==> src/hdl/tseps_pkg.sv <==
// Shared types and constants of the encrypted transport stream probe selector.
package tseps_pkg;

   // Header layout of one transport stream packet.
   localparam logic [7:0]  SYNC_VALUE    = 8'h47;
   localparam logic [12:0] PID_LOW       = 13'h0020;
   localparam logic [12:0] PID_HIGH      = 13'h1FFE;
   localparam int          POS_SYNC      = 0;
   localparam int          POS_PID_HIGH  = 1;
   localparam int          POS_PID_LOW   = 2;
   localparam int          POS_CONTROL   = 3;
   localparam int          POS_ADAPT_LEN = 4;

   // Adaptation field control codes.
   localparam logic [1:0] AFC_PAYLOAD_ONLY = 2'd1;
   localparam logic [1:0] AFC_ADAPT_PAYLOAD = 2'd3;

   // Start code prefix looked for at the head of every probe.
   localparam logic [7:0] START_ZERO = 8'h00;
   localparam logic [7:0] START_ONE  = 8'h01;

   // Entries in the result queue.
   localparam int QUEUE_DEPTH = 2;

   typedef enum logic [2:0] {
      EV_PROBE_BYTE      = 3'd0,
      EV_SYNC_LOST       = 3'd1,
      EV_PARITY_CONFLICT = 3'd2,
      EV_DONE            = 3'd3,
      EV_DONE_CLEAR      = 3'd4,
      EV_NO_ENCRYPTED    = 3'd5,
      EV_TOO_FEW         = 3'd6,
      EV_BAD_LENGTH      = 3'd7
   } event_type;

   // One queued result; a probe byte that closes the set carries the done
   // event with it and is sent as two words.
   typedef struct packed {
      event_type  event_res;
      logic [1:0] probe_number;
      logic [3:0] byte_number;
      logic [7:0] payload_byte;
      logic       done_follows;
      logic       done_clear;
   } rsp_entry_type;

   typedef struct packed {
      logic          push;
      rsp_entry_type entry;
   } push_type;

endpackage

==> src/hdl/tseps_req_if.sv <==
// Input channel: stream bytes and the end of stream marker.
interface tseps_req_if;
   logic       valid;
   logic       ready;
   logic       cmd;
   logic [7:0] stream_byte;

   modport source (output valid, output cmd, output stream_byte, input ready);
   modport sink (input valid, input cmd, input stream_byte, output ready);
endinterface

==> src/hdl/tseps_rsp_if.sv <==
// Result channel: probe bytes and status events.
interface tseps_rsp_if;
   logic       valid;
   logic       ready;
   logic [2:0] event_res;
   logic [1:0] probe_number;
   logic [3:0] byte_number;
   logic [7:0] payload_byte;
   logic       last;

   modport source (output valid, output event_res, output probe_number,
                   output byte_number, output payload_byte, output last, input ready);
   modport sink (input valid, input event_res, input probe_number,
                 input byte_number, input payload_byte, input last, output ready);
endinterface

==> src/hdl/tseps_parser.sv <==
// Packet header parser, lock tracking and probe capture for one byte a cycle while bytes are accepted.
module tseps_parser #(
   parameter int PACKET_BYTES = 188,
   parameter int PROBE_BYTES  = 16,
   parameter int PROBE_COUNT  = 3
) (
   input  logic               clock,
   input  logic               reset,
   input  logic               accept,
   input  logic               cmd,
   input  logic [7:0]         stream_byte,
   output tseps_pkg::push_type push
);
   import tseps_pkg::*;

   localparam int PosWidth   = $clog2(PACKET_BYTES);
   localparam int AdaptLimit = PACKET_BYTES - 4 - 1 - PROBE_BYTES;

   logic [PosWidth-1:0] pos_ff, pos_in;
   logic [12:0]         pid_ff, pid_in;
   logic [2:0]          flags_ff, flags_in;
   logic [1:0]          fc_ff, fc_in;
   logic [PosWidth-1:0] offset_ff, offset_in;
   logic                qualifies_ff, qualifies_in;
   logic [12:0]         locked_pid_ff, locked_pid_in;
   logic                pid_locked_ff, pid_locked_in;
   logic                locked_parity_ff, locked_parity_in;
   logic                parity_locked_ff, parity_locked_in;
   logic [1:0]          probes_ff, probes_in;
   logic                encrypted_ff, encrypted_in;
   logic                start_match_ff, start_match_in;
   logic                stopped_ff, stopped_in;

   logic [PosWidth:0]   pos_inc;
   logic [PosWidth:0]   window_end;
   logic [PosWidth-1:0] idx;
   logic                complete;
   logic                in_window;
   logic                end_of_probe;
   logic                start_match_next;
   logic [2:0]          j_flags;
   logic                pid_in_range;
   logic                j_candidate;
   logic                j_conflict;
   logic                judge_fire;

   assign pos_inc      = {1'b0, pos_ff} + (PosWidth+1)'(1);
   assign window_end   = {1'b0, offset_ff} + (PosWidth+1)'(PROBE_BYTES);
   assign idx          = pos_ff - offset_ff;
   assign complete     = probes_ff >= 2'(PROBE_COUNT);
   assign in_window    = qualifies_ff && (pos_ff >= offset_ff) && ({1'b0, pos_ff} < window_end);
   assign end_of_probe = idx == PosWidth'(PROBE_BYTES - 1);

   assign start_match_next = start_match_ff &&
      !((idx == PosWidth'(0) && stream_byte != START_ZERO) ||
        (idx == PosWidth'(1) && stream_byte != START_ZERO) ||
        (idx == PosWidth'(2) && stream_byte != START_ONE));

   // At the control byte the scrambling bits come straight from the byte.
   assign j_flags      = (pos_ff == PosWidth'(POS_CONTROL)) ?
                         {flags_ff[2], stream_byte[7:6]} : flags_ff;
   assign pid_in_range = (pid_ff >= PID_LOW) && (pid_ff <= PID_HIGH);
   assign j_candidate  = j_flags[1] && j_flags[2] && pid_in_range &&
                         !(pid_locked_ff && locked_pid_ff != pid_ff);
   assign j_conflict   = j_candidate && parity_locked_ff && (locked_parity_ff != j_flags[0]);

   always_comb begin
      pos_in           = pos_ff;
      pid_in           = pid_ff;
      flags_in         = flags_ff;
      fc_in            = fc_ff;
      offset_in        = offset_ff;
      qualifies_in     = qualifies_ff;
      locked_pid_in    = locked_pid_ff;
      pid_locked_in    = pid_locked_ff;
      locked_parity_in = locked_parity_ff;
      parity_locked_in = parity_locked_ff;
      probes_in        = probes_ff;
      encrypted_in     = encrypted_ff;
      start_match_in   = start_match_ff;
      stopped_in       = stopped_ff;
      judge_fire       = 1'b0;
      push             = '0;
      push.entry.event_res = EV_PROBE_BYTE;

      if (accept && !stopped_ff) begin
         if (cmd) begin
            stopped_in = 1'b1;
            if (pos_ff != '0) begin
               push.push = 1'b1;
               push.entry.event_res = EV_BAD_LENGTH;
            end else if (!complete) begin
               push.push = 1'b1;
               push.entry.event_res = encrypted_ff ? EV_TOO_FEW : EV_NO_ENCRYPTED;
            end
         end else begin
            pos_in = (pos_inc >= (PosWidth+1)'(PACKET_BYTES)) ? '0 : pos_inc[PosWidth-1:0];
            if (!complete) begin
               if (pos_ff == PosWidth'(POS_SYNC)) begin
                  if (stream_byte != SYNC_VALUE) begin
                     stopped_in = 1'b1;
                     push.push  = 1'b1;
                     push.entry.event_res = EV_SYNC_LOST;
                  end else begin
                     qualifies_in = 1'b0;
                  end
               end else if (pos_ff == PosWidth'(POS_PID_HIGH)) begin
                  flags_in[2] = stream_byte[6];
                  pid_in      = {stream_byte[4:0], pid_ff[7:0]};
               end else if (pos_ff == PosWidth'(POS_PID_LOW)) begin
                  pid_in = {pid_ff[12:8], stream_byte};
               end else if (pos_ff == PosWidth'(POS_CONTROL)) begin
                  flags_in[1:0] = stream_byte[7:6];
                  fc_in         = stream_byte[5:4];
                  if (stream_byte[5:4] == AFC_PAYLOAD_ONLY) begin
                     offset_in  = PosWidth'(4);
                     judge_fire = 1'b1;
                  end
               end else if (pos_ff == PosWidth'(POS_ADAPT_LEN) && fc_ff == AFC_ADAPT_PAYLOAD) begin
                  if ({1'b0, stream_byte} < 9'(AdaptLimit)) begin
                     offset_in  = PosWidth'(stream_byte + 8'd5);
                     judge_fire = 1'b1;
                  end
               end else if (in_window) begin
                  start_match_in = start_match_next;
                  push.push = 1'b1;
                  push.entry.probe_number = probes_ff;
                  push.entry.byte_number  = idx[3:0];
                  push.entry.payload_byte = stream_byte;
                  if (end_of_probe) begin
                     qualifies_in = 1'b0;
                     probes_in    = probes_ff + 2'd1;
                     if (probes_ff + 2'd1 >= 2'(PROBE_COUNT)) begin
                        push.entry.done_follows = 1'b1;
                        push.entry.done_clear   = start_match_next;
                     end
                  end
               end
            end
         end
      end

      if (judge_fire) begin
         if (j_flags[1]) begin
            encrypted_in = 1'b1;
         end
         if (j_candidate) begin
            locked_pid_in = pid_ff;
            pid_locked_in = 1'b1;
            if (j_conflict) begin
               stopped_in = 1'b1;
               push.push  = 1'b1;
               push.entry.event_res = EV_PARITY_CONFLICT;
            end else begin
               locked_parity_in = j_flags[0];
               parity_locked_in = 1'b1;
               qualifies_in     = 1'b1;
            end
         end
      end
   end

   always_ff @(posedge clock) begin
      if (reset) begin
         pos_ff           <= '0;
         pid_ff           <= '0;
         flags_ff         <= '0;
         fc_ff            <= '0;
         offset_ff        <= '0;
         qualifies_ff     <= 1'b0;
         locked_pid_ff    <= '0;
         pid_locked_ff    <= 1'b0;
         locked_parity_ff <= 1'b0;
         parity_locked_ff <= 1'b0;
         probes_ff        <= '0;
         encrypted_ff     <= 1'b0;
         start_match_ff   <= 1'b1;
         stopped_ff       <= 1'b0;
      end else begin
         pos_ff           <= pos_in;
         pid_ff           <= pid_in;
         flags_ff         <= flags_in;
         fc_ff            <= fc_in;
         offset_ff        <= offset_in;
         qualifies_ff     <= qualifies_in;
         locked_pid_ff    <= locked_pid_in;
         pid_locked_ff    <= pid_locked_in;
         locked_parity_ff <= locked_parity_in;
         parity_locked_ff <= parity_locked_in;
         probes_ff        <= probes_in;
         encrypted_ff     <= encrypted_in;
         start_match_ff   <= start_match_in;
         stopped_ff       <= stopped_in;
      end
   end

`ifndef SYNTH
   // Nothing may leave the parser once it has stopped.
   a_no_push_when_stopped: assert property (@(posedge clock) disable iff (reset)
      stopped_ff |-> !push.push) else $error("result pushed after stop");

   a_probe_count_bound: assert property (@(posedge clock) disable iff (reset)
      probes_ff <= 2'(PROBE_COUNT)) else $error("probe count overrun");

   a_lock_sticky: assert property (@(posedge clock) disable iff (reset)
      pid_locked_ff |=> pid_locked_ff) else $error("PID lock dropped");

   a_qualify_needs_lock: assert property (@(posedge clock) disable iff (reset)
      qualifies_ff |-> (pid_locked_ff && parity_locked_ff))
      else $error("packet qualifies without lock");
`endif

endmodule

==> src/hdl/tseps_rsp_queue.sv <==
// Two-entry result queue that splits a closing probe byte into two words.
module tseps_rsp_queue (
   input  logic                clock,
   input  logic                reset,
   input  tseps_pkg::push_type push,
   output logic                ready,
   tseps_rsp_if.source         rsp_ch
);
   import tseps_pkg::*;

   localparam int PtrWidth = $clog2(QUEUE_DEPTH);

   rsp_entry_type       entry_ff [QUEUE_DEPTH];
   logic [PtrWidth-1:0] wr_ptr_ff, wr_ptr_in;
   logic [PtrWidth-1:0] rd_ptr_ff, rd_ptr_in;
   logic [PtrWidth:0]   count_ff, count_in;
   logic                phase_ff, phase_in;

   rsp_entry_type head;
   logic          fire;
   logic          pop;

   assign head  = entry_ff[rd_ptr_ff];
   assign ready = count_ff < (PtrWidth+1)'(QUEUE_DEPTH);

   assign rsp_ch.valid        = count_ff != '0;
   assign rsp_ch.event_res    = phase_ff ? (head.done_clear ? EV_DONE_CLEAR : EV_DONE)
                                         : head.event_res;
   assign rsp_ch.probe_number = phase_ff ? 2'd0 : head.probe_number;
   assign rsp_ch.byte_number  = phase_ff ? 4'd0 : head.byte_number;
   assign rsp_ch.payload_byte = phase_ff ? 8'd0 : head.payload_byte;
   assign rsp_ch.last         = phase_ff || !head.done_follows;

   assign fire = rsp_ch.valid && rsp_ch.ready;
   assign pop  = fire && (phase_ff || !head.done_follows);

   always_comb begin
      wr_ptr_in = push.push ? PtrWidth'(wr_ptr_ff + 1'b1) : wr_ptr_ff;
      rd_ptr_in = pop ? PtrWidth'(rd_ptr_ff + 1'b1) : rd_ptr_ff;
      count_in  = count_ff + (PtrWidth+1)'(push.push) - (PtrWidth+1)'(pop);
      phase_in  = fire ? !pop : phase_ff;
   end

   always_ff @(posedge clock) begin
      if (reset) begin
         wr_ptr_ff <= '0;
         rd_ptr_ff <= '0;
         count_ff  <= '0;
         phase_ff  <= 1'b0;
      end else begin
         wr_ptr_ff <= wr_ptr_in;
         rd_ptr_ff <= rd_ptr_in;
         count_ff  <= count_in;
         phase_ff  <= phase_in;
      end
   end

   always_ff @(posedge clock) begin
      if (push.push) begin
         entry_ff[wr_ptr_ff] <= push.entry;
      end
   end

`ifndef SYNTH
   a_no_overflow: assert property (@(posedge clock) disable iff (reset)
      push.push |-> ready) else $error("push into full result queue");

   a_count_bound: assert property (@(posedge clock) disable iff (reset)
      count_ff <= (PtrWidth+1)'(QUEUE_DEPTH)) else $error("queue count overrun");

   a_phase_on_split: assert property (@(posedge clock) disable iff (reset)
      phase_ff |-> (count_ff != '0 && head.done_follows))
      else $error("second half sent without a split entry");
`endif

endmodule

==> src/hdl/ts_encrypted_probe_selector.sv <==
// Top level of the encrypted transport stream probe selector.
//
//   channel   direction   word carries
//   req_ch    in          cmd (byte or end of stream), stream_byte
//   rsp_ch    out         event_res, probe_number, byte_number, payload_byte, last
//
// One input word is taken every clock cycle while the queue is not full; its
// header parsing, lock tracking and probe capture finish in that cycle, and
// its results enter a two-entry queue that drives the result port from registers.
// A probe byte that completes the set leaves as two result words (the byte,
// then the done event) from a single queue entry.
// req_ch.ready is low only while the queue is full, so a stall on the result
// side holds the input back after two entries; there is no combinational
// path from rsp_ch.ready to req_ch.ready.
// Synchronous reset clears all control state; the block is ready at once.
module ts_encrypted_probe_selector #(
   parameter int PACKET_BYTES = 188,
   parameter int PROBE_BYTES  = 16,
   parameter int PROBE_COUNT  = 3
) (
   input logic         clock,
   input logic         reset,
   tseps_req_if.sink   req_ch,
   tseps_rsp_if.source rsp_ch
);
   import tseps_pkg::*;

   push_type push;
   logic     queue_ready;
   logic     accept;

   // A stream word is taken whenever the queue can hold its results.
   assign req_ch.ready = queue_ready;
   assign accept       = req_ch.valid && queue_ready;

   tseps_parser #(
      .PACKET_BYTES (PACKET_BYTES),
      .PROBE_BYTES  (PROBE_BYTES),
      .PROBE_COUNT  (PROBE_COUNT)
   ) u_parser (
      .clock       (clock),
      .reset       (reset),
      .accept      (accept),
      .cmd         (req_ch.cmd),
      .stream_byte (req_ch.stream_byte),
      .push        (push)
   );

   // The queue decouples the two sides and expands the closing probe byte.
   tseps_rsp_queue u_queue (
      .clock  (clock),
      .reset  (reset),
      .push   (push),
      .ready  (queue_ready),
      .rsp_ch (rsp_ch)
   );

`ifndef SYNTH
   // A result is pushed into the queue only for an accepted word.
   a_push_only_on_accept: assert property (@(posedge clock) disable iff (reset)
      push.push |-> accept) else $error("result pushed without an accepted word");

   // The last flag is clear only on a probe byte that carries the done event.
   a_last_split: assert property (@(posedge clock) disable iff (reset)
      (rsp_ch.valid && !rsp_ch.last) |-> (rsp_ch.event_res == EV_PROBE_BYTE))
      else $error("non-final word is not a probe byte");

   // The word that follows a non-final word is the done event.
   a_done_follows: assert property (@(posedge clock) disable iff (reset)
      (rsp_ch.valid && rsp_ch.ready && !rsp_ch.last) |=>
      (rsp_ch.valid && rsp_ch.last &&
       (rsp_ch.event_res == EV_DONE || rsp_ch.event_res == EV_DONE_CLEAR)))
      else $error("done event missing after closing probe byte");
`endif

endmodule
==> src/flat_wrapper.sv <==
// flat-port wrapper written by rule: the top's interface ports become plain ports
module ts_encrypted_probe_selector_flat import tseps_pkg::*;
#(
   parameter int PACKET_BYTES = 188,
   parameter int PROBE_BYTES  = 16,
   parameter int PROBE_COUNT  = 3
)
  (clock, reset, req_ch_valid, req_ch_cmd, req_ch_stream_byte, req_ch_ready, rsp_ch_valid, rsp_ch_event_res, rsp_ch_probe_number, rsp_ch_byte_number, rsp_ch_payload_byte, rsp_ch_last, rsp_ch_ready);
  tseps_req_if req_ch_i ();
  tseps_rsp_if rsp_ch_i ();
  input logic clock;
  input logic reset;
  input wire logic [$bits(req_ch_i.valid)-1:0] req_ch_valid;
  input wire logic [$bits(req_ch_i.cmd)-1:0] req_ch_cmd;
  input wire logic [$bits(req_ch_i.stream_byte)-1:0] req_ch_stream_byte;
  output wire logic [$bits(req_ch_i.ready)-1:0] req_ch_ready;
  output wire logic [$bits(rsp_ch_i.valid)-1:0] rsp_ch_valid;
  output wire logic [$bits(rsp_ch_i.event_res)-1:0] rsp_ch_event_res;
  output wire logic [$bits(rsp_ch_i.probe_number)-1:0] rsp_ch_probe_number;
  output wire logic [$bits(rsp_ch_i.byte_number)-1:0] rsp_ch_byte_number;
  output wire logic [$bits(rsp_ch_i.payload_byte)-1:0] rsp_ch_payload_byte;
  output wire logic [$bits(rsp_ch_i.last)-1:0] rsp_ch_last;
  input wire logic [$bits(rsp_ch_i.ready)-1:0] rsp_ch_ready;
  assign req_ch_i.valid = req_ch_valid;
  assign req_ch_i.cmd = req_ch_cmd;
  assign req_ch_i.stream_byte = req_ch_stream_byte;
  assign req_ch_ready = req_ch_i.ready;
  assign rsp_ch_valid = rsp_ch_i.valid;
  assign rsp_ch_event_res = rsp_ch_i.event_res;
  assign rsp_ch_probe_number = rsp_ch_i.probe_number;
  assign rsp_ch_byte_number = rsp_ch_i.byte_number;
  assign rsp_ch_payload_byte = rsp_ch_i.payload_byte;
  assign rsp_ch_last = rsp_ch_i.last;
  assign rsp_ch_i.ready = rsp_ch_ready;
  ts_encrypted_probe_selector #(.PACKET_BYTES(PACKET_BYTES), .PROBE_BYTES(PROBE_BYTES), .PROBE_COUNT(PROBE_COUNT)) u_core (.clock(clock), .reset(reset), .req_ch(req_ch_i), .rsp_ch(rsp_ch_i));
endmodule
==> config.mk <==
export PLATFORM = sky130hd
export DESIGN_NAME = ts_encrypted_probe_selector_flat
export DESIGN_NICKNAME = d
export VERILOG_FILES = /design/src/hdl/tseps_pkg.sv /design/src/hdl/tseps_req_if.sv /design/src/hdl/tseps_rsp_if.sv /design/src/hdl/tseps_parser.sv /design/src/hdl/tseps_rsp_queue.sv /design/src/hdl/ts_encrypted_probe_selector.sv /design/src/flat_wrapper.sv
export SDC_FILE = /design/constraint.sdc
export NUM_CORES = 1
export LEC_CHECK = 0
export ABC_AREA = 1
export BUFFER_PORTS_ARGS = -buffer_cell sky130_fd_sc_hd__buf_2
export CAP_MARGIN = 40
export CORE_ASPECT_RATIO = 1.1
export CORE_MARGIN = 10
export CORE_UTILIZATION = 31
export CTS_CLUSTER_DIAMETER = 100
export DETAILED_ROUTE_END_ITERATION = 8
export GPL_TIMING_DRIVEN = 0
export HOLD_SLACK_MARGIN = 0.15
export PLACE_DENSITY_LB_ADDON = 0.2
export SLEW_MARGIN = 0
export SYNTH_ARGS = -nofsm -noshare
export SYNTH_HDL_FRONTEND = slang
export SYNTH_SLANG_ARGS = --single-unit
==> constraint.sdc <==
create_clock -name clock -period 5.8 [get_ports clock]
set_input_delay 0.58 -clock clock [delete_from_list [all_inputs] [get_ports clock]]
set_output_delay 0.58 -clock clock [all_outputs]
set_load 0.1 [all_outputs]
==> flow_summary.ini, run 1 <==
[power_and_ir_drop]
power_density_nw_per_um2 = 385.7
clockPowerShare_pct = 28.0
power_frac_seq_pct = 33.6
p_leak_nw = 2.680
intPower_mw = 1.378
p_comb_share_pct = 38.4
power_mw = 2.467
swShare_pct = 44.14
p_sw_mw = 1.089
ir_drop_mv = 0.3305

[worst_hold_path]
hold_path.class = reg -> reg

[sta]
setup_ws_ns = 2.807
max_slew_margin_pct = 53.69
setup_viol = 0
max_freq_mhz = 334.1
rsz0062_at_grt = no
fin_crit_sh_pct = 51.61
finalClockSkew_ns = 0.008896
drv_slew = 0
tns_ns = 0
min_period_ns = 2.993
hold_viol = 0
max_slew.worst_pin.slew_ns = 0.6946

[worst_setup_path]
cp.arrival_ns = 3.27
critPathCaptureType = flop
crit_required_ns = 6.08
worstPathMaxFanout = 5
critPathLaunchType = flop
worstSetupPathType = reg -> reg

[placement]
place_worst_setup_slack_ns = 2.829
placed_area_um2 = 6055
place_congestion = 0.8322
portBuffers = 30
dp_hpwl_mm = 10.87

[global_routing]
grt_max_degree = 17
overflow = 0
grt_pass1_wl_mm = 22.54
grt_use_total_pct = 11.80
grt_pass1_vias = 4197
antenna_found_initial = 0

[yosys]
ys.flop_type = dfxtp_1
synth-edff-count = 38
syn_avg_cell_area_um2 = 7.971
synth_warnings = 0
synth.distinct_cells = 46
synthArstFlopShare_pct = 0
synthTopCellsByArea = dfxtp_1, edfxtp_1, nor2_1, nand2_1, inv_1
yosysMostFrequentCell = nor2_1
synth.largest_area_cell = dfxtp_1
synthTopCellsByCount = nor2_1, nand2_1, inv_1
netlist.area_leader.share_pct = 22.37
ys_ff_latch = 100
synth-seq-area-share_pct = 42.94
syn_nets = 734
synth_area_um2 = 5548
synthesis.instances = 696

[cts]
cts_inserted_buffers = 9
clk_path_buf_depth = 2
clk_latency_ns = 0.35
cts_tree = done
post_cts_buffers = 0
cts_root_buffer = clkbuf_16
cts.sinks = 100
clkTransAtPathRegs_ns = 0.07
htreeDepth = 3
hold_buffers = 0
cts-resized-gates = 0

[finish]
fillers = 1846
diodes = 0
multi_input_area_um2 = 2719
post-route-cell-area_um2 = 6395
drive_gt1_share_pct = 13.42
syn_to_final_growth_pct = 15.27
regArea_um2 = 2382
utilization_pct = 36.18
finalNetCount = 778

[route]
drt_first_pass_iters = 4
drc = 0
totalWireLength_mm = 14.12
drtAntennaViolNets = 0
via_per_inst = 4.602
drt_iter0_drc = 285
vias = 4524
drt-wirelength-per-cell_um = 14.36

[floorplanning]
die_x_um = 147.6
ios = 33
fp-row-count = 51
core_um2 = 17680
start_util_pct = 31.39
die-area_um2 = 23650
fp.dieH_um = 160.3

[job]
cap_violations = 0

[run_status]
status = finished clean
-- critical path, stage by stage, from the launching register on --
cell and delay (ns):
dfxtp_1 0.35, inv_1 0.16, ha_1 0.17, inv_1 0.06
fa_1 0.40, nand2_1 0.08, nand2_1 0.10, nand3_1 0.10
nand3_1 0.10, nand3_2 0.14, inv_2 0.05, nand3_1 0.07
nand2_1 0.09, a21oi_2 0.20, ha_1 0.26, inv_1 0.05
ha_1 0.14, xor2_1 0.18, o21ai_0 0.09, a21oi_1 0.13
-- routing by layer --
metal | global-route usage [%] | wire [um]
met5 | 0 | 0
met4 | 3.291 | 174
met3 | 2.726 | 546
met2 | 18.38 | 6369
met1 | 15.96 | 7028
-- state kept, by name (all words and copies together), names as in the netlist, 2 cells and up, named ones only --
signal / cells
u_core.u_parser.pid_ff: 13
u_core.u_parser.pos_ff: 8
u_core.u_queue.count_ff: 2
u_core.u_queue.entry_ff: 38
u_core.u_parser.probes_ff: 2
u_core.u_parser.locked_pid_ff: 13
u_core.u_parser.offset_ff: 8
u_core.u_parser.fc_ff: 2
u_core.u_parser.flags_ff: 3
-- final cells by class --
cell class | instances | share of cell area, %
flip-flops and latches | 100 | 37.25
multi-input cells | 484 | 42.52
well taps | 238 | 4.657
repair buffers | 33 | 3.189
clock buffers | 10 | 3.581
inverters | 93 | 5.459
plain buffers | 19 | 1.604
clock inverters | 6 | 1.741
-- layout by cell type (no fill, tap or decap), types with 5 or more instances in the layout --
master,n
nand2_2,7
nor2_4,5
a211oi_2,5
clkbuf_1,11
a21oi_1,49
ha_1,24
nor3_1,12
clkbuf_16,9
o21ai_1,8
nor2_2,7
nand3_1,34
edfxtp_1,38
nand2_1,97
nand4_1,9
xor2_1,12
a211oi_1,16
buf_2,34
inv_1,86
nor2_1,116
dfxtp_1,62
o21ai_0,45
-- cell families after synthesis --
kind of cell | Yosys count | synth area share (%)
compound gates | 132 | 13.78
xor+xnor | 16 | 2.526
fa+ha+maj | 25 | 5.774
buf+inv | 112 | 8.142
flops | 100 | 42.94
simple gates | 311 | 26.84
-- worst paths after layout --
check	start	end	slack, ns	depth (start not counted)
hold reg to reg	u_core.u_queue.rd_ptr_ff	u_core.u_queue.rd_ptr_ff	0.46	1
hold / removal	u_core.u_queue.rd_ptr_ff	u_core.u_queue.rd_ptr_ff	0.46	1
setup reg to reg	u_core.u_parser.pos_ff[0]	u_core.u_queue.count_ff[1]	2.81	19
setup / recovery	u_core.u_parser.pos_ff[0]	u_core.u_queue.count_ff[1]	2.81	19
-- power by group through the flow --
stage	registers [mW]	logic, mW	clock network (mW)
floorplan	0.839	0.775	0
global placement	0.847	0.938	0
detailed placement	0.845	0.957	0
CTS	0.829	0.958	0.708
global route	0.836	1.01	0.732
finish	0.829	0.946	0.691
-- through the flow --
| step | instances | hold slack (ns) |
|---|---|---|
| after CTS | 983 | 0.4557 |
| after global placement | 964 | 0.4424 |
| after global routing | 983 | 0.4913 |
| after detailed placement | 967 | 0.4443 |
| final | 983 | 0.4584 |
| after floorplan | 696 | 0.4257 |
Power figures use the tool's default switching activity.
==> run 2, diff against run 1 <==
==> constraint.sdc (replaced) <==
create_clock -name clock -period 2.85 [get_ports clock]
set_input_delay 0.285 -clock clock [delete_from_list [all_inputs] [get_ports clock]]
set_output_delay 0.285 -clock clock [all_outputs]
set_load 0.1 [all_outputs]
==> run 2 against run 1 <==
Effect of this change:
- clock power is 100% higher
- die area stayed put
- cell count is 0.41% higher
- sequential cell count stayed put
- critical path depth stayed put
- total power is 110% higher
- critical path type unchanged
- largest power group unchanged
==> flow_summary.ini, run 2 (synthesis gave the netlist of run 1 again) <==
[cts]
clk_latency_ns = 0.35
clk_path_buf_depth = 2
cts_tree = done
cts.sinks = 100
cts_inserted_buffers = 9
clkTransAtPathRegs_ns = 0.07
htreeDepth = 3
cts_root_buffer = clkbuf_16
hold_buffers = 0

[sta]
rsz0062_at_grt = no
hold_viol = 0
setup_viol = 0
fin_crit_sh_pct = 93.82
max_slew.worst_pin.slew_ns = 0.6928
max_slew_margin_pct = 53.81
max_freq_mhz = 374.0
finalClockSkew_ns = 0.01312
drv_slew = 0
tns_ns = 0
min_period_ns = 2.674

[global_routing]
use_met1_pct = 15.62
use_met3_pct = 2.473
met2_usage_pct = 19.36
grt_pass1_vias = 4370
grt_max_degree = 17
grt_use_total_pct = 12.05
grt.busiest_layer = met2
grt_pass1_wl_mm = 23.02
antenna_found_initial = 0
overflow = 0

[floorplanning]
fp-row-count = 51
start_util_pct = 31.39
ios = 33
die_x_um = 147.6
core_um2 = 17680
fp.dieH_um = 160.3
die-area_um2 = 23650

[route]
drt-wirelength-per-cell_um = 14.33
drc = 0
totalWireLength_mm = 14.15
via_per_inst = 4.584
drtAntennaViolNets = 0
drt_first_pass_iters = 5
vias = 4524
drt_iter0_drc = 260

[power_and_ir_drop]
p_leak_nw = 2.704
ir_drop_mv = 0.5885
power_density_nw_per_um2 = 777.7
power_mw = 5.069

[finish]
utilization_pct = 36.87
top_regs = u_core.u_queue.entry_ff (38), u_core.u_parser.locked_pid_ff (13), u_core.u_parser.pid_ff (13)
mostFrequentLayoutCells = nor2_1, nand2_1, inv_1
finalNetCount = 782
drive_gt1_share_pct = 17.09
diodes = 0
syn_to_final_growth_pct = 17.48
final_cell_count_no_fill = 987
regMostFlops = u_core.u_queue.entry_ff
layout_commonest_cell = nor2_1
largest_register_ffs = 38

[worst_setup_path]
cp.arrival_ns = 2.96
critPathLaunchType = flop
crit_required_ns = 3.13
rrSetupSlack_ns = 0.18
worstPathMaxFanout = 5
worstSetupPathType = reg -> reg
critPathCaptureType = flop

[placement]
portBuffers = 30
dp_hpwl_mm = 10.83
placedCellCount = 967
place_congestion = 0.8489

[run_status]
status = finished clean

[worst_hold_path]
hold_path.class = in -> reg

[job]
cap_violations = 0
## run 2: changes by cell type in the layout (fill, tap and decap cells not counted), moves of 3 or more
cell	delta
dfxtp_1	-7
dfxtp_2	+6
buf_4	+4
inv_1	-4
clkbuf_8	+3
inv_2	+3
nand2_1	-3
nand2_2	+3
o21ai_0	-3
o21ai_1	+3
## run 2: final cells by class
| type | instances | area (um^2) |
|---|---|---|
| Multi-Input combinational cell | 484 | 2794 |
| Sequential cell | 100 | 2394 |
| Inverter | 93 | 364.1 |
| Clock buffer | 11 | 252.7 |
| Fill cell | 1841 | 11160 |
| Buffer | 19 | 112.6 |
| Tap cell | 238 | 297.8 |
| Clock inverter | 5 | 81.33 |
| Timing Repair Buffer | 37 | 221.5 |
## run 2: per-stage QoR
stage / setup slack, ns / instance area (um^2) / hold slack (ns)
floorplan: -0.3576 / 5599 / 0.4182
global placement: -0.7519 / 6047 / 0.4388
detailed placement: -0.1108 / 6091 / 0.4430
CTS: -0.04695 / 6432 / 0.2287
global route: 0.003270 / 6518 / 0.2740
finish: 0.1761 / 6518 / 0.2409
## run 2: where the power goes
group | switching [mW] | internal (mW)
Combinational | 1.65 | 0.350
Clock | 0.557 | 0.820
Sequential | 0.0532 | 1.64
Total | 2.26 | 2.81
## run 2: path summary, 6_finish.rpt
kind | start | endpoint | cells after the start
max | u_core.u_parser.pos_ff[0] | u_core.u_queue.count_ff[1] | 19
min | req_ch_stream_byte[4] | u_core.u_parser.pid_ff[12] | 3
max reg2reg | u_core.u_parser.pos_ff[0] | u_core.u_queue.count_ff[1] | 19
min reg2reg | u_core.u_queue.rd_ptr_ff | flop | 1
## run 2: worst max-delay path: stages (launching register included)
cell and delay (ns):
dfxtp_4 0.36, inv_4 0.07, ha_1 0.14, inv_1 0.06, fa_2 0.37, nand2_2 0.08, nand2_2 0.07, nand3_1 0.10
nand3_2 0.10, nand3_4 0.10, inv_2 0.05, nand3_2 0.06, nand2_2 0.08, a21oi_4 0.19, ha_4 0.23, inv_2 0.06
ha_4 0.12, xor2_2 0.15, o21ai_1 0.08, a21oi_1 0.13
## run 2: routing by layer
layer | wire, um | part of all wire (%) | vias up
met3 | 452 | 3.2 | 9
li1 | - | - | 2406
met5 | 0 | 0 | -
met2 | 6700 | 47 | 49
met4 | 140 | 0.99 | 0
met1 | 6855 | 48 | 2060
## run 2: repair_timing
action / in CTS / in global routing
pin swaps: 0 / 3
hold endpoints to repair: 0 / 0
setup buffers: 0 / 4
endpoints found under the setup margin: 11 / 49
gates resized for setup: 2 / 18
==> run 3, diff against run 2 <==
--- a/config.mk
+++ b/config.mk
@@ -11,11 +11,10 @@
 export CORE_ASPECT_RATIO = 1.1
 export CORE_MARGIN = 10
 export CORE_UTILIZATION = 31
-export CTS_CLUSTER_DIAMETER = 100
 export DETAILED_ROUTE_END_ITERATION = 8
+export GPL_ROUTABILITY_DRIVEN = 0
 export GPL_TIMING_DRIVEN = 0
 export HOLD_SLACK_MARGIN = 0.15
-export PLACE_DENSITY_LB_ADDON = 0.2
 export SLEW_MARGIN = 0
 export SYNTH_ARGS = -nofsm -noshare
 export SYNTH_HDL_FRONTEND = slang
==> run 3 against run 2 <==
Effect of this change:
- via count up 1.7%
- sequential power about the same
- maximum frequency down 1.9%
- critical path type unchanged
==> flow_summary.ini, run 3 (synthesis gave the netlist of run 1 again) <==
[power_and_ir_drop]
power_mw = 4.902
ir_drop_mv = 0.6064
p_leak_nw = 2.666
power_density_nw_per_um2 = 762.0

[sta]
max_slew.worst_pin.slew_ns = 0.8256
setup_viol = 0
min_period_ns = 2.724
drv_slew = 0
fin_crit_sh_pct = 95.59
max_slew_margin_pct = 44.96
rsz0062_at_grt = yes
setup_ws_ns = 0.1256
finalClockSkew_ns = 0.006378
hold_viol = 0
timing.hold.ws_ns = 0.2346
max_freq_mhz = 367.1

[worst_setup_path]
cpPeakStageDelay_ns = 0.40
cpMaxStageDelayCell = nor2_2
critPathLaunchType = flop
worstPathMaxFanout = 13
worstPathCellList = ha_1 -> xnor2_1 -> ha_1 -> a21oi_2 -> nor2_1 -> nor2_1 -> nand3_2 -> inv_2 -> nand3_1 -> nand2_2 -> a21oi_4 -> nor2_2 -> buf_8
critPathCaptureType = flop
cp.arrival_ns = 2.78
worstSetupPathType = reg -> reg
crit_required_ns = 2.91

[cts]
clkTransAtPathRegs_ns = 0.07
htreeDepth = 3
cts.sinks = 100
cts_tree = done
cts_inserted_buffers = 9
clk_latency_ns = 0.35
cts_root_buffer = clkbuf_16
clk_path_buf_depth = 2

[floorplanning]
die-area_um2 = 23650
fp-row-count = 51
core_um2 = 17680
start_util_pct = 31.39
fp.dieH_um = 160.3
die_x_um = 147.6
ios = 33

[finish]
largest_register_ffs = 38
utilization_pct = 36.40
layout_commonest_cell = nor2_1
drive_gt1_share_pct = 15.64
mostFrequentLayoutCells = nor2_1, nand2_1, inv_1
top_regs = u_core.u_queue.entry_ff (38), u_core.u_parser.locked_pid_ff (13), u_core.u_parser.pid_ff (13)
diodes = 0
finalNetCount = 781
syn_to_final_growth_pct = 15.97
regMostFlops = u_core.u_queue.entry_ff

[route]
drtAntennaViolNets = 0
drt-wirelength-per-cell_um = 13.93
drt_iter0_drc = 275
via_per_inst = 4.666
vias = 4601
totalWireLength_mm = 13.74
drt_first_pass_iters = 4
drc = 0

[global_routing]
grt_pass1_vias = 4442
overflow = 0
grt_pass1_wl_mm = 22.63
grt_use_total_pct = 11.70
grt_max_degree = 17
antenna_found_initial = 0

[worst_hold_path]
hold_path.class = in -> reg

[placement]
portBuffers = 30
place_worst_setup_slack_ns = -0.1226
dp_hpwl_mm = 10.31

[run_status]
status = finished clean

[job]
cap_violations = 0
-- run 3: cell count changes in the layout (fill, tap and decap cells not counted), moves of 2 or more --
| cell | previous run | this run |
|---|---|---|
| clkinv_1 | 2 | 4 |
| dfxtp_2 | 6 | 2 |
| dfxtp_1 | 55 | 60 |
| nand3_1 | 32 | 34 |
| clkbuf_8 | 3 | 1 |
-- run 3: worst paths after layout --
kind	startpoint	end	slack [ns]	depth (start not counted)
worst min register to register	u_core.u_queue.rd_ptr_ff	flop	0.45	1
worst max register to register	u_core.u_parser.offset_ff[4]	u_core.u_queue.entry_ff[1][12]	0.13	13
worst min-delay path	req_ch_stream_byte[4]	u_core.u_parser.pid_ff[12]	0.23	3
worst max-delay path	u_core.u_parser.offset_ff[4]	u_core.u_queue.entry_ff[1][12]	0.13	13
-- run 3: worst max-delay path, delay by kind of cell, from the launching register on --
family / cells / cell delay, ns
fa+ha+maj: 2 / 0.55
simple gates: 6 / 0.90
compound gates: 2 / 0.18
buf+inv: 2 / 0.30
flops: 1 / 0.36
xor+xnor: 1 / 0.14
-- run 3: metal layers --
metal  GRT usage (%)  share of wire [%]
met1           15.04                 47
met2           18.87                 47
met3           2.754                4.9
met4           3.832                1.7
met5               0                  0
-- run 3: repair_timing --
| action | CTS | global route |
|---|---|---|
| endpoints found under the setup margin | 13 | 29 |
| pin swaps | 1 | 0 |
| setup buffers | 1 | 3 |
| gates resized for setup | 2 | 7 |
| hold buffers | 0 | 0 |
-- run 3: final cells by class --
class | count | area, um^2
sequential | 100 | 2385
buffer | 19 | 112.6
inverter | 93 | 361.6
timing repair buffer | 36 | 210.2
multi-input combinational | 484 | 2775
fill | 1845 | 11240
clock buffer | 9 | 225.2
clock inverter | 7 | 66.31
tap | 238 | 297.8
-- run 3: power breakdown --
part | total (mW) | internal, mW | leakage, nW | switching [mW]
registers | 1.69 | 1.64 | 0.872 | 0.0545
logic | 1.98 | 0.346 | 1.66 | 1.64
clock network | 1.23 | 0.676 | 0.133 | 0.550
-- run 3: through the flow --
stage               instances  TNS [ns]  instance area, um^2
finish                    986         0                 6434
global route              986    -1.062                 6434
CTS                       983         0                 6386
detailed placement        966   -0.1226                 6080
global placement          964    -18.40                 6047
floorplan                 696   -0.5696                 5599
